==> src/rtl/awgc_pkg.sv <==
// ----------------------------------------------------------------------------
// awgc_pkg: shared types and constants for the gesture classifier
// Sample index sizing, register index codes, gesture codes and the index
// marker type used by the swing trackers.
// ----------------------------------------------------------------------------
package awgc_pkg;

    // Longest window the index counter supports
    localparam int MAX_WINDOW = 128;
    localparam int IDX_W      = $clog2(MAX_WINDOW);
    localparam int LEN_W      = $clog2(MAX_WINDOW + 1);
    // Width used to compare the position against the window length register
    localparam int CNT_W      = (LEN_W > 8) ? LEN_W : 8;

    // Field widths
    localparam int SAMPLE_W   = 16;
    localparam int SWING_W    = 15;
    localparam int JUMP_W     = 16;
    localparam int WLEN_W     = 8;
    localparam int CFG_ADDR_W = 2;
    localparam int CFG_DATA_W = 16;

    // Reset values
    localparam logic [SWING_W-1:0] SWING_RESET = 15'd2048;
    localparam logic [JUMP_W-1:0]  JUMP_RESET  = 16'hF4CD;   // -2867
    localparam logic [WLEN_W-1:0]  WLEN_RESET  = 8'd80;

    // Configuration register indexes
    typedef enum logic [CFG_ADDR_W-1:0] {
        REG_SWING_THRESHOLD = 2'd0,
        REG_JUMP_THRESHOLD  = 2'd1,
        REG_WINDOW_LENGTH   = 2'd2
    } cfg_reg_t;

    // Result codes
    typedef enum logic [1:0] {
        GEST_NONE  = 2'd0,
        GEST_JUMP  = 2'd1,
        GEST_Y     = 2'd2,
        GEST_X     = 2'd3
    } gesture_t;

    // Sample index with a valid flag
    typedef struct packed {
        logic             ok;
        logic [IDX_W-1:0] idx;
    } idx_mark_t;

endpackage

==> src/rtl/awgc_swing_track.sv <==
// ----------------------------------------------------------------------------
// awgc_swing_track: swing detector for one axis
// Keeps the latest index beyond +T and beyond -T, and the latest index that
// was followed by a sample on the opposite side. The updated best index is
// also presented combinationally so the window end can use this sample.
// ----------------------------------------------------------------------------
module awgc_swing_track (
    input  logic                                   aclk,
    input  logic                                   aresetn,
    input  logic                                   advance,    // sample accepted
    input  logic                                   clear,      // last sample of window
    input  logic signed [awgc_pkg::SAMPLE_W-1:0]   sample,
    input  logic        [awgc_pkg::SWING_W-1:0]    threshold,
    input  logic        [awgc_pkg::IDX_W-1:0]      idx,
    output awgc_pkg::idx_mark_t                    best_next
);

    awgc_pkg::idx_mark_t pos_reg,  pos_next;
    awgc_pkg::idx_mark_t neg_reg,  neg_next;
    awgc_pkg::idx_mark_t best_reg;

    logic signed [awgc_pkg::SAMPLE_W:0] sample_ext;
    logic signed [awgc_pkg::SAMPLE_W:0] th_ext;
    logic                               above;
    logic                               below;

    // Strict compares against +T and -T in one extra bit
    assign sample_ext = {sample[awgc_pkg::SAMPLE_W-1], sample};
    assign th_ext     = $signed({2'b00, threshold});
    assign above      = sample_ext > th_ext;
    assign below      = sample_ext < -th_ext;

    // Marker update for this sample
    always_comb begin
        pos_next  = pos_reg;
        neg_next  = neg_reg;
        best_next = best_reg;
        if (above) begin
            if (neg_reg.ok) begin
                best_next = neg_reg;
            end
            pos_next = '{ok: 1'b1, idx: idx};
        end else if (below) begin
            if (pos_reg.ok) begin
                best_next = pos_reg;
            end
            neg_next = '{ok: 1'b1, idx: idx};
        end
    end

    always_ff @(posedge aclk) begin
        if (!aresetn) begin
            pos_reg  <= '0;
            neg_reg  <= '0;
            best_reg <= '0;
        end else if (advance) begin
            if (clear) begin
                pos_reg  <= '0;
                neg_reg  <= '0;
                best_reg <= '0;
            end else begin
                pos_reg  <= pos_next;
                neg_reg  <= neg_next;
                best_reg <= best_next;
            end
        end
    end

endmodule

==> src/rtl/accel_window_gesture_classifier.sv <==
// ----------------------------------------------------------------------------
// accel_window_gesture_classifier: windowed swing / jump gesture classifier
// Takes one three-axis sample per transaction and emits one gesture code
// after the last sample of each window.
// ----------------------------------------------------------------------------
// Result: m_tvalid rises in the cycle after the window's last sample is
//   accepted.
// Throughput: one sample per cycle; the result register frees itself when
//   m_tready is high, so input stalls only while a result waits unread.
// Reset: aresetn synchronous active low; clears window state, result valid
//   and restores thresholds 2048 / -2867 and window length 80.
// ----------------------------------------------------------------------------
module accel_window_gesture_classifier (
    input  logic                                 aclk,
    input  logic                                 aresetn,
    // Input samples
    input  logic                                 s_tvalid,
    output logic                                 s_tready,
    input  logic [47:0]                          s_tdata,   // accel_x, accel_y, accel_z
    // Results
    output logic                                 m_tvalid,
    input  logic                                 m_tready,
    output logic [7:0]                           m_tdata,   // gesture, zero fill
    // Configuration writes
    input  logic                                 cfg_wr_en,
    input  logic [awgc_pkg::CFG_ADDR_W-1:0]      cfg_addr,
    input  logic [awgc_pkg::CFG_DATA_W-1:0]      cfg_wdata
);

    // Configuration registers
    logic [awgc_pkg::SWING_W-1:0]        swing_th_reg;
    logic signed [awgc_pkg::JUMP_W-1:0]  jump_th_reg;
    logic [awgc_pkg::WLEN_W-1:0]         win_len_reg;

    // Window state
    logic [awgc_pkg::IDX_W-1:0]          sample_idx_reg;
    awgc_pkg::idx_mark_t                 z_reg, z_next;
    awgc_pkg::idx_mark_t                 x_best_next, y_best_next;

    // Result register
    logic                                m_valid_reg;
    awgc_pkg::gesture_t                  gesture_reg, gesture_next;

    logic                                accept;
    logic                                window_end;
    logic [awgc_pkg::CNT_W-1:0]          eff_len;
    logic [awgc_pkg::CNT_W-1:0]          idx_plus1;

    logic signed [awgc_pkg::SAMPLE_W-1:0] accel_x;
    logic signed [awgc_pkg::SAMPLE_W-1:0] accel_y;
    logic signed [awgc_pkg::SAMPLE_W-1:0] accel_z;

    assign accel_x = s_tdata[15:0];
    assign accel_y = s_tdata[31:16];
    assign accel_z = s_tdata[47:32];

    // Take a sample unless a finished result is stuck in the output register
    assign s_tready = !m_valid_reg || m_tready;
    assign accept   = s_tvalid && s_tready;

    // Config write
    always_ff @(posedge aclk) begin
        if (!aresetn) begin
            swing_th_reg <= awgc_pkg::SWING_RESET;
            jump_th_reg  <= awgc_pkg::JUMP_RESET;
            win_len_reg  <= awgc_pkg::WLEN_RESET;
        end else if (cfg_wr_en) begin
            unique case (cfg_addr)
                awgc_pkg::REG_SWING_THRESHOLD: swing_th_reg <= cfg_wdata[awgc_pkg::SWING_W-1:0];
                awgc_pkg::REG_JUMP_THRESHOLD:  jump_th_reg  <= cfg_wdata[awgc_pkg::JUMP_W-1:0];
                awgc_pkg::REG_WINDOW_LENGTH:   win_len_reg  <= cfg_wdata[awgc_pkg::WLEN_W-1:0];
                default: ;
            endcase
        end
    end

    // Effective window length: zero counts as one, capped at the maximum
    always_comb begin
        eff_len = awgc_pkg::CNT_W'(win_len_reg);
        if (win_len_reg == '0) begin
            eff_len = awgc_pkg::CNT_W'(1);
        end else if (eff_len > awgc_pkg::CNT_W'(awgc_pkg::MAX_WINDOW)) begin
            eff_len = awgc_pkg::CNT_W'(awgc_pkg::MAX_WINDOW);
        end
    end

    assign idx_plus1  = awgc_pkg::CNT_W'(sample_idx_reg) + awgc_pkg::CNT_W'(1);
    assign window_end = !(idx_plus1 < eff_len);

    // Swing trackers for x and y
    awgc_swing_track u_x_track (
        .aclk      (aclk),
        .aresetn   (aresetn),
        .advance   (accept),
        .clear     (window_end),
        .sample    (accel_x),
        .threshold (swing_th_reg),
        .idx       (sample_idx_reg),
        .best_next (x_best_next)
    );

    awgc_swing_track u_y_track (
        .aclk      (aclk),
        .aresetn   (aresetn),
        .advance   (accept),
        .clear     (window_end),
        .sample    (accel_y),
        .threshold (swing_th_reg),
        .idx       (sample_idx_reg),
        .best_next (y_best_next)
    );

    // Jump detect
    always_comb begin
        z_next = z_reg;
        if (accel_z > jump_th_reg) begin
            z_next = '{ok: 1'b1, idx: sample_idx_reg};
        end
    end

    // Position counter and jump marker
    always_ff @(posedge aclk) begin
        if (!aresetn) begin
            sample_idx_reg <= '0;
            z_reg          <= '0;
        end else if (accept) begin
            if (window_end) begin
                sample_idx_reg <= '0;
                z_reg          <= '0;
            end else begin
                sample_idx_reg <= idx_plus1[awgc_pkg::IDX_W-1:0];
                z_reg          <= z_next;
            end
        end
    end

    // Pick the latest firing index; on a tie z beats y beats x
    always_comb begin
        logic                       have;
        logic [awgc_pkg::IDX_W-1:0] best;
        have         = 1'b0;
        best         = '0;
        gesture_next = awgc_pkg::GEST_NONE;
        if (x_best_next.ok) begin
            have         = 1'b1;
            best         = x_best_next.idx;
            gesture_next = awgc_pkg::GEST_X;
        end
        if (y_best_next.ok && (!have || y_best_next.idx >= best)) begin
            have         = 1'b1;
            best         = y_best_next.idx;
            gesture_next = awgc_pkg::GEST_Y;
        end
        if (z_next.ok && (!have || z_next.idx >= best)) begin
            gesture_next = awgc_pkg::GEST_JUMP;
        end
    end

    // Result register
    always_ff @(posedge aclk) begin
        if (!aresetn) begin
            m_valid_reg <= 1'b0;
        end else if (accept && window_end) begin
            m_valid_reg <= 1'b1;
        end else if (m_tready) begin
            m_valid_reg <= 1'b0;
        end
    end

    always_ff @(posedge aclk) begin
        if (accept && window_end) begin
            gesture_reg <= gesture_next;
        end
    end

    assign m_tvalid = m_valid_reg;
    assign m_tdata  = {6'b0, gesture_reg};

`ifndef SYNTHESIS
    // Window end always produces a result next cycle
    assert property (@(posedge aclk) disable iff (!aresetn)
        accept && window_end |=> m_tvalid)
        else $error("window end did not raise m_tvalid");

    // Position restarts after a window end
    assert property (@(posedge aclk) disable iff (!aresetn)
        accept && window_end |=> sample_idx_reg == '0)
        else $error("sample index not cleared at window end");

    // A waiting result blocks new samples
    assert property (@(posedge aclk) disable iff (!aresetn)
        m_tvalid && !m_tready |-> !s_tready)
        else $error("sample accepted while result stalled");
`endif

endmodule
==> config.mk <==
export PLATFORM = sky130hd
export DESIGN_NAME = accel_window_gesture_classifier
export DESIGN_NICKNAME = d
export VERILOG_FILES = /design/src/rtl/awgc_pkg.sv /design/src/rtl/awgc_swing_track.sv /design/src/rtl/accel_window_gesture_classifier.sv
export SDC_FILE = /design/constraint.sdc
export NUM_CORES = 1
export LEC_CHECK = 0
export BUFFER_PORTS_ARGS = -buffer_cell sky130_fd_sc_hd__buf_2
export CAP_MARGIN = 20
export CORE_AREA = 2 2 118 120
export DETAILED_ROUTE_END_ITERATION = 6
export DIE_AREA = 0 0 120 122
export GPL_ROUTABILITY_DRIVEN = 0
export PLACE_DENSITY_LB_ADDON = 0.25
export SLEW_MARGIN = 20
export SYNTH_ARGS = -nofsm -noshare
export SYNTH_HDL_FRONTEND = slang
export SYNTH_SLANG_ARGS = --single-unit
==> constraint.sdc <==
create_clock -name aclk -period 8.83 [get_ports aclk]
set_input_delay 0.4415 -clock aclk [delete_from_list [all_inputs] [get_ports aclk]]
set_output_delay 0.4415 -clock aclk [all_outputs]
set_load 0.03 [all_outputs]
==> impl_metrics.yaml <==
clock_network:
  h-tree-depth: 3
  clkLatencyLatePin_ns: 0.36
  cts.reportedPaths.clkPinSlew_ns: 0.07
  clockBufferDepth: 2
  cts.sinks: 105
  root_buffer: "clkbuf_16"
  cts_buffers: 9
  postCtsHoldBufs: 0
  postCtsResizedCells: 0
  tritoncts: "yes"
  cts_setup_buffers: 0
worst_setup_path:
  cp_top_family: "compound AO/OA/AOI/OAI gates"
  cp-end-kind: "flip-flop"
  critPathBufInv: 1
  worstPathArrival_ns: 8.07
  crit_type: "flip-flop to flip-flop"
  cp-start-kind: "flip-flop"
  critPathMaxFanout: 9
  slowest_stage: "o41ai_1"
  critical_path_required_ns: 8.94
  cp_slowest_stage_delay_ns: 0.70
  cp_common_cell: "a21o_1"
drt:
  wl_per_cell_um: 16.0
  antenna_left: 0
  vias: 6093
  dr.first_iter.drc_count: 379
  viasPerCell: 5.67
  dr.pass1.iters: 5
  routed_wl_um: 17200
  drc: 0
timing:
  worst_slew_margin_rel: 0.415
  worst-slew-pin-transition_ns: 0.871
  hold_ws_ns: 0.311
  fin_crit_ns: 7.96
  rsz0062_at_grt: "no"
  max_freq_mhz: 126
  skew_ns: 0.00978
  finalHoldViolCount: 0
  slew_viol_final: 0
  setup_tns_ns: 0
  setup_viol: 0
  fin_crit_sh: 0.902
layout:
  drive_gt1_frac: 0.153
  largest_reg_flops: 16
  diodes: 0
  num-fill-cells: 1260
  syn_to_final_growth_pct: 10.5
  instances_no_fill: 1075
  design_area_um2: 7960
  nets: 1058
placement:
  place_area_um2: 7660
  portBuffers: 74
  placed_cells: 1059
  hpwl_um: 13500
grt:
  grt_max_degree: 73
  antenna_found_initial: 0
  track_usage: 0.245
  grt_pass1_wl_um: 28500
  grt_pass1_vias: 5783
  grt_overflow: 0
power_and_ir_drop:
  power_density_nw_per_um2: 146
  total_leakage_power_nw: 3.38
  ir_drop_v: 0.0000958
yosys:
  avgSynthCellArea_um2: 8.60
  synth_top_area_frac: 0.286
  synthArstFlopShare: 0
  ys.flop_type: "dfxtp_1"
  ys_seq_elements: 105
  syn_inst: 837
  synth_edf_count: 2
  yosys.area.top_type: "dfxtp_1"
  ys_top_cells_by_area: "dfxtp_1 (29%), ha_1 (17%), nand2_1 (5.4%)"
  synth_area_um2: 7200
  ys_types: 79
  synth.yosys.seq_area_share: 0.295
  yosysWarnings: 0
floorplan:
  rows: 43
  core_area_um2: 13500
  io_pins: 81
  start_util: 0.533
  dieArea_um2: 14600
  die_h_um: 122
  fp.dieW_um: 120
status:
  status: "finished clean"
hold_path:
  holdCritPathClass: "input port to flip-flop"
run:
  maxCapViolCount: 0
## cell usage in the layout (no fill, tap or decap), types with 7 or more instances in the layout
cell type    n
and2_1       9
a21boi_0    26
a22oi_1     21
nor2_1      39
o221ai_2     7
nand3_1      9
nand4_1      7
nand2_1    104
mux2_2       8
clkbuf_16    9
a21oi_1     32
nor3_1       8
a32o_1       7
or2_2       15
nand3b_1     8
buf_2       74
dfxtp_1    103
ha_1        97
a21o_1      20
mux2i_1      8
xnor2_1     12
o21ai_0     33
o211ai_1    12
a22o_1       9
nor2b_1     43
inv_1       49
o22a_1       9
## final cells by class
class                      count  area (um2)  share of cell area
clock inverter                 5        56.3             0.00708
clock buffer                  11         243              0.0305
sequential                   105        2120               0.267
multi-input combinational    647        4730               0.594
inverter                      49         184              0.0231
timing repair buffer          78         400              0.0503
tap                          180         225              0.0283
## kinds of logic (layout without fill, tap and decap cells)
group / count (synthesis) / in the layout / synth area share
AOI/OAI and AO/OA: 225 / 225 / 0.234
xor gates and xnor gates: 17 / 17 / 0.0207
adders and majority gates: 97 / 97 / 0.169
buffers and inverters: 90 / 143 / 0.0514
DFF: 105 / 105 / 0.295
muxes: 16 / 16 / 0.0236
other: 1 / 6 / 0.000521
and+or+nand+nor: 286 / 286 / 0.207
## through the flow
stage,total power [mW],util,setup slack [ns]
finish,1.16,0.589,0.869
global route,1.23,0.589,0.253
CTS,1.17,0.589,0.913
detailed placement,0.769,0.567,0.943
global placement,0.766,0.567,1.03
floorplan,0.699,-,1.72
## worst reg2reg max path, delay by kind of cell (launching register included)
kind / cells / cell delay [ns]
flops: 1 / 0.33
simple gates: 8 / 1.88
xor+xnor: 1 / 0.15
fa+ha+maj: 4 / 1.06
compound gates: 20 / 4.17
buf+inv: 1 / 0.11
## cell usage after synthesis, types with 4 or more instances
cell	n
buf_4	6
nor3_1	8
or2_1	4
a22oi_1	21
nand2b_1	6
a22o_1	9
xor2_1	5
o22a_1	9
nand3b_1	8
and3_1	6
inv_1	49
or2_2	15
o21ai_0	33
nand4_1	7
mux2_2	8
a21oi_1	32
and2_1	9
o221ai_2	7
nor2_1	39
dfxtp_1	103
clkbuf_1	31
nand3_1	9
o31a_1	4
nand2_1	104
nor4_1	6
ha_1	97
a21o_1	20
nor2b_1	43
xnor2_1	12
o21ai_1	5
o211ai_1	12
a32o_1	7
mux2i_1	8
a21boi_0	26
## per-layer routing
layer  part of all wire  GRT usage  wire [um]
met4              0.023     0.0904        399
met1               0.48      0.336       8260
met5                  0          0          0
met3              0.044     0.0323        750
met2               0.45      0.394       7760
## worst paths after layout
kind                            depth (start not counted)                     to  slack (ns)                   from
worst min-delay path                                    3        jump_th_reg[15]        0.31          cfg_wdata[15]
worst max-delay path                                   34         gesture_reg[0]        0.87        swing_th_reg[1]
worst min register to register                          2  u_y_track.best_reg[1]        0.45  u_y_track.best_reg[1]
worst max register to register                         34         gesture_reg[0]        0.87        swing_th_reg[1]
## report_power, final
part | switching [mW] | internal (mW)
logic | 0.147 | 0.111
registers | 0.0122 | 0.489
clock network | 0.177 | 0.227
total | 0.337 | 0.827
No activity file was read; power rests on OpenSTA's default activity.
